<file path="config.mk">
export PLATFORM = sky130hd
export DESIGN_NAME = pulse_interval_sensor_frame_decoder
export DESIGN_NICKNAME = d
export VERILOG_FILES = /design/src/rtl/pisfd_pkg.sv /design/src/rtl/pulse_interval_sensor_frame_decoder.sv
export SDC_FILE = /design/constraint.sdc
export NUM_CORES = 1
export LEC_CHECK = 0
export BUFFER_PORTS_ARGS = -buffer_cell sky130_fd_sc_hd__buf_2
export CAP_MARGIN = 5
export CORE_MARGIN = 8
export CORE_UTILIZATION = 35
export DETAILED_ROUTE_END_ITERATION = 12
export GPL_ROUTABILITY_DRIVEN = 0
export HOLD_SLACK_MARGIN = 0.08
export PLACE_DENSITY_LB_ADDON = 0.1
export RECOVER_POWER = 100
export SYNTH_ARGS = -nofsm -noshare
export SYNTH_HDL_FRONTEND = slang
export SYNTH_SLANG_ARGS = --single-unit
</file>
<file path="constraint.sdc">
create_clock -name clk -period 6.75 [get_ports clk]
set_input_delay 0.3375 -clock clk [delete_from_list [all_inputs] [get_ports clk]]
set_output_delay 0.3375 -clock clk [all_outputs]
set_load 0.05 [all_outputs]
</file>
<file path="src/rtl/pisfd_pkg.sv">
// Package: types and constants for the pulse interval sensor frame decoder.
`default_nettype none

package pisfd_pkg;

    localparam int COUNT_BITS = 16;
    localparam int CFG_INDEX_BITS = 2;
    localparam int CFG_DATA_BITS = 16;

    // Frame phase codes
    localparam logic [2:0] PH_IGNORE   = 3'd0;
    localparam logic [2:0] PH_RESPONSE = 3'd1;
    localparam logic [2:0] PH_DATA     = 3'd2;
    localparam logic [2:0] PH_FINISHED = 3'd3;
    localparam logic [2:0] PH_ERROR    = 3'd4;

    // Item action codes
    localparam logic ACT_ARM     = 1'b0;
    localparam logic ACT_CAPTURE = 1'b1;

    // Configuration register indexes
    localparam logic [CFG_INDEX_BITS-1:0] CFG_TIMER_PERIOD  = 2'd0;
    localparam logic [CFG_INDEX_BITS-1:0] CFG_RESPONSE_MIN  = 2'd1;
    localparam logic [CFG_INDEX_BITS-1:0] CFG_RESPONSE_MAX  = 2'd2;
    localparam logic [CFG_INDEX_BITS-1:0] CFG_ONE_THRESHOLD = 2'd3;

    // Configuration reset values
    localparam logic [COUNT_BITS-1:0] TIMER_PERIOD_RST  = 16'd65535;
    localparam logic [COUNT_BITS-1:0] RESPONSE_MIN_RST  = 16'd70;
    localparam logic [COUNT_BITS-1:0] RESPONSE_MAX_RST  = 16'd90;
    localparam logic [COUNT_BITS-1:0] ONE_THRESHOLD_RST = 16'd50;

    // Frame layout: four stored bytes, then the checksum byte
    localparam logic [2:0] LAST_BIT      = 3'd7;
    localparam logic [2:0] CHECKSUM_BYTE = 3'd4;

    typedef struct packed {
        logic                  action;
        logic [COUNT_BITS-1:0] capture_count;
        logic                  line_low;
    } item_t;

    typedef struct packed {
        logic [2:0] phase;
        logic [7:0] humidity_whole;
        logic [7:0] humidity_tenths;
        logic [7:0] temperature_whole;
        logic [7:0] temperature_tenths;
        logic       stop_timer;
    } result_t;

endpackage

`default_nettype wire

</file>
<file path="src/rtl/pulse_interval_sensor_frame_decoder.sv">
// Top level: edge-capture frame decoder for a single-wire humidity/temperature sensor.
//
// Item channel (item_valid/item_ready/item): each transfer is either an arm
// command (action 0), which restarts the frame, or a capture event (action 1)
// with the latched timer count and the line level. Every item yields exactly
// one result on the result channel (result_valid/result_ready/result): the
// phase after the item, the four stored frame bytes and the stop flag.
// Configuration channel (cfg_valid/cfg_ready/cfg_index/cfg_data) writes the
// timer period, response window and one threshold; it is always ready and
// must only be used while no item is in flight.
// An item is first held in the input stage; its result is then registered in
// the result register once the result slot is free, and result_valid rises
// with it.
// Throughput: one item per cycle while the result is taken, set by the single
// compare and shift step between the input stage and the result register.
// Stalls: while result_ready is low the result holds; the input stage still
// takes one more item, after which item_ready drops until the result moves.
// Reset: both stages empty, phase ignore, counters and stored bytes zero,
// configuration registers at their default values.
`default_nettype none

module pulse_interval_sensor_frame_decoder
    import pisfd_pkg::*;
(
    input  wire logic                      clk,
    input  wire logic                      rst_n,
    input  wire logic                      item_valid,
    output logic                           item_ready,
    input  wire item_t                     item,
    output logic                           result_valid,
    input  wire logic                      result_ready,
    output result_t                        result,
    input  wire logic                      cfg_valid,
    output logic                           cfg_ready,
    input  wire logic [CFG_INDEX_BITS-1:0] cfg_index,
    input  wire logic [CFG_DATA_BITS-1:0]  cfg_data
);

    // Configuration registers
    logic [COUNT_BITS-1:0] timer_period_reg;
    logic [COUNT_BITS-1:0] response_min_reg;
    logic [COUNT_BITS-1:0] response_max_reg;
    logic [COUNT_BITS-1:0] one_threshold_reg;

    // Input stage
    logic  stage_valid_reg;
    item_t stage_reg;

    // Frame state
    logic [2:0]            phase_reg,      phase_next;
    logic [COUNT_BITS-1:0] prev_count_reg, prev_count_next;
    logic [2:0]            bit_index_reg,  bit_index_next;
    logic [2:0]            byte_index_reg, byte_index_next;
    logic [7:0]            shift_byte_reg, shift_byte_next;
    logic [7:0]            frame_bytes_reg  [4];
    logic [7:0]            frame_bytes_next [4];

    // Result register
    logic    result_valid_reg;
    result_t result_reg, result_next;

    logic                  advance;
    logic [COUNT_BITS-1:0] interval;
    logic                  bit_val;
    logic [7:0]            shifted;
    logic [7:0]            byte_sum;
    logic                  in_window;

    assign cfg_ready = 1'b1;

    // The input stage moves into the result register when the result slot is
    // free or is being emptied this cycle.
    assign advance      = stage_valid_reg && (!result_valid_reg || result_ready);
    assign item_ready   = !stage_valid_reg || advance;
    assign result_valid = result_valid_reg;
    assign result       = result_reg;

    always_ff @(posedge clk or negedge rst_n)
    begin
        if (!rst_n)
        begin
            timer_period_reg  <= TIMER_PERIOD_RST;
            response_min_reg  <= RESPONSE_MIN_RST;
            response_max_reg  <= RESPONSE_MAX_RST;
            one_threshold_reg <= ONE_THRESHOLD_RST;
        end
        else if (cfg_valid && cfg_ready)
        begin
            case (cfg_index)
                CFG_TIMER_PERIOD:  timer_period_reg  <= cfg_data;
                CFG_RESPONSE_MIN:  response_min_reg  <= cfg_data;
                CFG_RESPONSE_MAX:  response_max_reg  <= cfg_data;
                CFG_ONE_THRESHOLD: one_threshold_reg <= cfg_data;
                default: ;
            endcase
        end
    end

    always_ff @(posedge clk or negedge rst_n)
    begin
        if (!rst_n)
            stage_valid_reg <= 1'b0;
        else if (item_ready)
            stage_valid_reg <= item_valid;
    end

    always_ff @(posedge clk)
    begin
        if (item_ready && item_valid)
            stage_reg <= item;
    end

    // Interval since the last capture; a count below the previous one means
    // the timer wrapped once at timer_period. Arithmetic wraps at COUNT_BITS.
    assign interval = (stage_reg.capture_count >= prev_count_reg)
                    ? stage_reg.capture_count - prev_count_reg
                    : timer_period_reg - prev_count_reg + stage_reg.capture_count
                      + COUNT_BITS'(1);

    assign bit_val   = interval > one_threshold_reg;
    assign shifted   = {shift_byte_reg[6:0], bit_val};
    assign byte_sum  = frame_bytes_reg[0] + frame_bytes_reg[1]
                     + frame_bytes_reg[2] + frame_bytes_reg[3];
    assign in_window = (interval >= response_min_reg) && (interval <= response_max_reg);

    always_comb
    begin
        phase_next      = phase_reg;
        prev_count_next = prev_count_reg;
        bit_index_next  = bit_index_reg;
        byte_index_next = byte_index_reg;
        shift_byte_next = shift_byte_reg;
        for (int i = 0; i < 4; i++)
            frame_bytes_next[i] = frame_bytes_reg[i];

        if (stage_reg.action == ACT_ARM)
        begin
            // Timer restarts from zero; stored bytes are kept.
            phase_next      = PH_IGNORE;
            prev_count_next = '0;
            bit_index_next  = '0;
            byte_index_next = '0;
            shift_byte_next = '0;
        end
        else if (phase_reg != PH_FINISHED && phase_reg != PH_ERROR)
        begin
            prev_count_next = stage_reg.capture_count;
            if (stage_reg.line_low)
            begin
                case (phase_reg)
                    PH_IGNORE:
                        phase_next = PH_RESPONSE;
                    PH_RESPONSE:
                    begin
                        if (in_window)
                        begin
                            phase_next      = PH_DATA;
                            bit_index_next  = '0;
                            byte_index_next = '0;
                        end
                        else
                            phase_next = PH_ERROR;
                    end
                    PH_DATA:
                    begin
                        shift_byte_next = shifted;
                        if (bit_index_reg != LAST_BIT)
                            bit_index_next = bit_index_reg + 3'd1;
                        else
                        begin
                            bit_index_next  = '0;
                            byte_index_next = byte_index_reg + 3'd1;
                            if (byte_index_reg < CHECKSUM_BYTE)
                                frame_bytes_next[byte_index_reg[1:0]] = shifted;
                            else if (byte_index_reg == CHECKSUM_BYTE)
                                phase_next = (shifted == byte_sum) ? PH_FINISHED
                                                                   : PH_ERROR;
                            else
                                phase_next = PH_ERROR;
                        end
                    end
                    default:
                        phase_next = PH_ERROR;
                endcase
            end
        end

        result_next.phase              = phase_next;
        result_next.humidity_whole     = frame_bytes_next[0];
        result_next.humidity_tenths    = frame_bytes_next[1];
        result_next.temperature_whole  = frame_bytes_next[2];
        result_next.temperature_tenths = frame_bytes_next[3];
        result_next.stop_timer         = (phase_next == PH_FINISHED)
                                      || (phase_next == PH_ERROR);
    end

    always_ff @(posedge clk or negedge rst_n)
    begin
        if (!rst_n)
        begin
            phase_reg      <= PH_IGNORE;
            prev_count_reg <= '0;
            bit_index_reg  <= '0;
            byte_index_reg <= '0;
            shift_byte_reg <= '0;
            for (int i = 0; i < 4; i++)
                frame_bytes_reg[i] <= '0;
        end
        else if (advance)
        begin
            phase_reg      <= phase_next;
            prev_count_reg <= prev_count_next;
            bit_index_reg  <= bit_index_next;
            byte_index_reg <= byte_index_next;
            shift_byte_reg <= shift_byte_next;
            for (int i = 0; i < 4; i++)
                frame_bytes_reg[i] <= frame_bytes_next[i];
        end
    end

    always_ff @(posedge clk or negedge rst_n)
    begin
        if (!rst_n)
            result_valid_reg <= 1'b0;
        else if (advance)
            result_valid_reg <= 1'b1;
        else if (result_ready)
            result_valid_reg <= 1'b0;
    end

    always_ff @(posedge clk)
    begin
        if (advance)
            result_reg <= result_next;
    end

endmodule

`default_nettype wire

</file>
==> summary.txt <==
Met1 GRT Util -> 0.217
Cell with the largest stage delay on the worst path -> or4b_2
Synthesis Warnings -> 0
Die height -> 196 microns
Clk root buf -> clkbuf_16
Pins Over Slew Limit -> 271
Clk sink count -> 184
CTS Buf Count -> 17
Worst relative slew slack -> -1.81
Worst r2r path cells -> 23
Post-Route WL -> 27900 microns
Failing checks -> max-capacitance violations, max-slew violations
Buffers on Ports -> 78
Synth async-reset ratio -> 0.707
Max_cap viols -> 5
Min-delay src -> cfg_data[12]
Yosys top cell by area -> dfrtp_1
Max stage delay on crit path -> 0.62 ns
Setup crit end kind -> flip-flop
Crit path DAT -> 6.59 ns
Pre-CTS setup slack -> 0.202 ns
Fin area -> 0.0129 sq mm
Worst-Margin Slew -> 4.22 ns
Core Area -> 0.0316 sq mm
Postcts setup bufs -> 0
# DRC -> 0
Tmin final -> 6.39 ns
Post-DP HPWL -> 20600 microns
Reg-to-reg startpoint -> timer_period_reg[0]$_DFFE_PN1P_
Post-route total power -> 4.35 mW
Post-synth net total -> 1269
Final Hold Viols -> 0
Clock Latency Late Sink -> 0.45 ns
Pleak -> 6.04 nW
Diodes inserted -> 0
Mapped Area -> 0.0113 sq mm
Share of the synthesized area in the top cell type -> 0.230
Post-route ant nets -> 0
Pin count of the biggest net entering global routing -> 73
CTS clock-pin slew for the worst setup and hold paths -> 0.08 ns
CTS HTree Levels -> 4
Syn_area_per_cell -> 10.2 sq um
CP cell instances -> inv_1 > fa_1 > inv_1 > ha_1 > a21o_1 > a21oi_1 > o22ai_1 > o21ai_1 > a211oi_1 > or4b_2 > a31oi_1 > xnor2_1 > a21oi_2 > ha_1 > a211o_1 > or3_1 > o221ai_1 > a21oi_2 > xor2_1 > or4_4 > o31ai_4 > o21a_1 > mux2i_1
CTS tree -> done
Setup Viol. Count Final -> 0
GR peak layer -> met2
WS Path Type -> flip-flop to flip-flop
Fmax -> 156 MHz
Row count -> 65
Crit path launch type -> flip-flop
Initial DRC count -> 359
Fill count -> 3135
Req. time, crit path -> 6.94 ns
Vias per inst -> 4.90
Worst hold slack -> 0.139 ns
PD cells -> 339 mW/mm^2
Worst Skew -> 0.0116 ns
First-pass GRT wire length -> 45600 microns
Area of the multi-input gates -> 0.00575 sq mm
Sequential Area -> 0.00491 sq mm
Maximum vdd drop -> 179 uV
Vias -> 7920
Seq/Total Area, Yosys -> 0.434
Die width -> 196 microns
Reg2reg setup slack -> 0.36 ns
Layout cells sized above 1 -> 0.142
Starting Density -> 0.357
Ys flop type -> dfrtp_1
DR pass1 iterations -> 4
Setup TNS -> 0 ns
Grt met3 use -> 0.0320
Ranking of synthesized cells by area -> dfrtp_1 23%, edfxtp_1 14%, ha_1 10%
Hold Path Sink -> timer_period_reg[12]$_DFFE_PN1P_
IO Pins -> 80
CP max FO -> 6
CTS max path bufs -> 2
Period utilization -> 0.947
Final nets -> 1365
RSZ-0062 raised after global routing -> no
Global routing usage on met2 -> 0.230
Initial antenna violation count -> 0
Final worst slack -> 0.358 ns
Post-synth EDFFs -> 54
Placed insts -> 1563
Total gr overflow -> 0
Die area -> 0.0383 sq mm
FF+latch count, synth -> 184
Reg-to-Reg End -> result[0]$_DFFE_PP_
Synth Instances -> 1104
Outcome -> complete, but fails checks
Yosys cell types -> 67
WL/cell -> 17.3 microns
Cell Count, Final, Fillers Out -> 1615
Worst Hold Class -> primary input to flip-flop
Vias in the first global route -> 7996
Final Core Density -> 0.406
Worst hold path stage count -> 3
Largest register FFs -> 36
Area post-placement -> 0.0121 sq mm
Synth-to-layout area growth -> 13.8%
All-Layer GR Usage -> 0.152
-- final cells by class --
type / instances / area share
clock buffers: 20 / 0.0355
clock inverters: 12 / 0.0101
inverters: 139 / 0.0406
multi-input cells: 751 / 0.447
flip-flops and latches: 184 / 0.382
well taps: 402 / 0.0391
repair buffers: 107 / 0.0456
-- cell usage after synthesis, types with 8 or more instances --
| library cell | number |
|---|---|
| nand2_1 | 178 |
| inv_1 | 138 |
| dfrtp_1 | 104 |
| ha_1 | 94 |
| mux2_2 | 86 |
| o21ai_0 | 56 |
| edfxtp_1 | 54 |
| a21oi_1 | 42 |
| nor2_1 | 35 |
| fa_1 | 30 |
| xnor2_1 | 28 |
| dfstp_2 | 26 |
| clkbuf_1 | 20 |
| a21o_1 | 18 |
| nand3_1 | 17 |
| nor3_1 | 13 |
| a22o_1 | 12 |
| xor2_1 | 11 |
| nand2b_1 | 10 |
| nand4_1 | 9 |
| a211oi_1 | 8 |
-- worst max path at each step --
stage                                    startpoint             endpoint  slack (ns)  cells past startpoint
floorplan           timer_period_reg[0]$_DFFE_PN1P_  result[0]$_DFFE_PP_        1.07                     23
global placement    timer_period_reg[0]$_DFFE_PN1P_  result[0]$_DFFE_PP_        0.43                     23
detailed placement  timer_period_reg[0]$_DFFE_PN1P_  result[0]$_DFFE_PP_        0.20                     23
CTS                 timer_period_reg[0]$_DFFE_PN1P_  result[0]$_DFFE_PP_        0.16                     23
global route                 stage_reg[1]$_DFFE_PP_  result[0]$_DFFE_PP_        0.03                     24
finish              timer_period_reg[0]$_DFFE_PN1P_  result[0]$_DFFE_PP_        0.36                     23
-- cells in the final DEF (no fill, tap or decap), types with 6 or more instances in the layout --
cell / n
edfxtp_1: 54
mux2_2: 66
dlygate4sd3_1: 20
nand3_1: 17
a21o_1: 18
nand2b_1: 10
mux2_1: 21
nor3_1: 13
nor2b_1: 6
nand4_1: 9
xor2_1: 11
o21ai_0: 57
buf_2: 32
a21oi_1: 40
ha_1: 94
clkbuf_1: 50
dfrtp_1: 104
dfstp_2: 26
clkbuf_16: 17
xnor2_1: 28
a31oi_1: 7
inv_1: 138
fa_1: 30
nand3b_1: 7
nand2_1: 178
a22o_1: 12
nor2_1: 35
a211oi_1: 8
o21a_1: 6
-- logic make-up (layout without fill, tap and decap cells) --
| group | count (synthesis) | after routing | synth area share |
|---|---|---|---|
| AOI/OAI and AO/OA | 190 | 190 | 0.109 |
| xor gates and xnor gates | 39 | 39 | 0.0302 |
| adders and majority gates | 124 | 124 | 0.157 |
| buffers and inverters | 169 | 278 | 0.0570 |
| DFF | 184 | 184 | 0.434 |
| muxes | 91 | 91 | 0.0903 |
| other | 1 | 1 | 0.000332 |
| and+or+nand+nor | 306 | 306 | 0.121 |
-- metal layers --
metal | vias to the layer above | wire length, microns
met1 | 3823 | 14400
li1 | 3967 | -
met4 | 0 | 290
met2 | 111 | 12300
met3 | 19 | 864
met5 | - | 0
-- critical path: cells and delay by family (launching register included) --
| family | cells | cell delay, ns |
|---|---|---|
| AO/OA/AOI/OAI | 12 | 2.54 |
| AND/OR/NAND/NOR | 3 | 1.54 |
| adder cells (fa/ha/maj) | 3 | 1.00 |
| flip-flops | 1 | 0.52 |
| XOR/XNOR | 2 | 0.31 |
| buffers and inverters | 2 | 0.14 |
| multiplexers | 1 | 0.07 |
-- power breakdown --
part / internal (mW) / switching (mW) / total (mW)
registers: 1.31 / 0.107 / 1.41
clock network: 0.541 / 0.479 / 1.02
logic: 0.785 / 1.14 / 1.92
-- timing repair --
item / 4_1_cts / 5_1_grt
hold endpoints to repair: 72 / 0
setup endpoints to repair: 0 / 5
hold buffers: 20 / 0
gates resized for setup: 0 / 3
(Power assumes the default switching activity.)
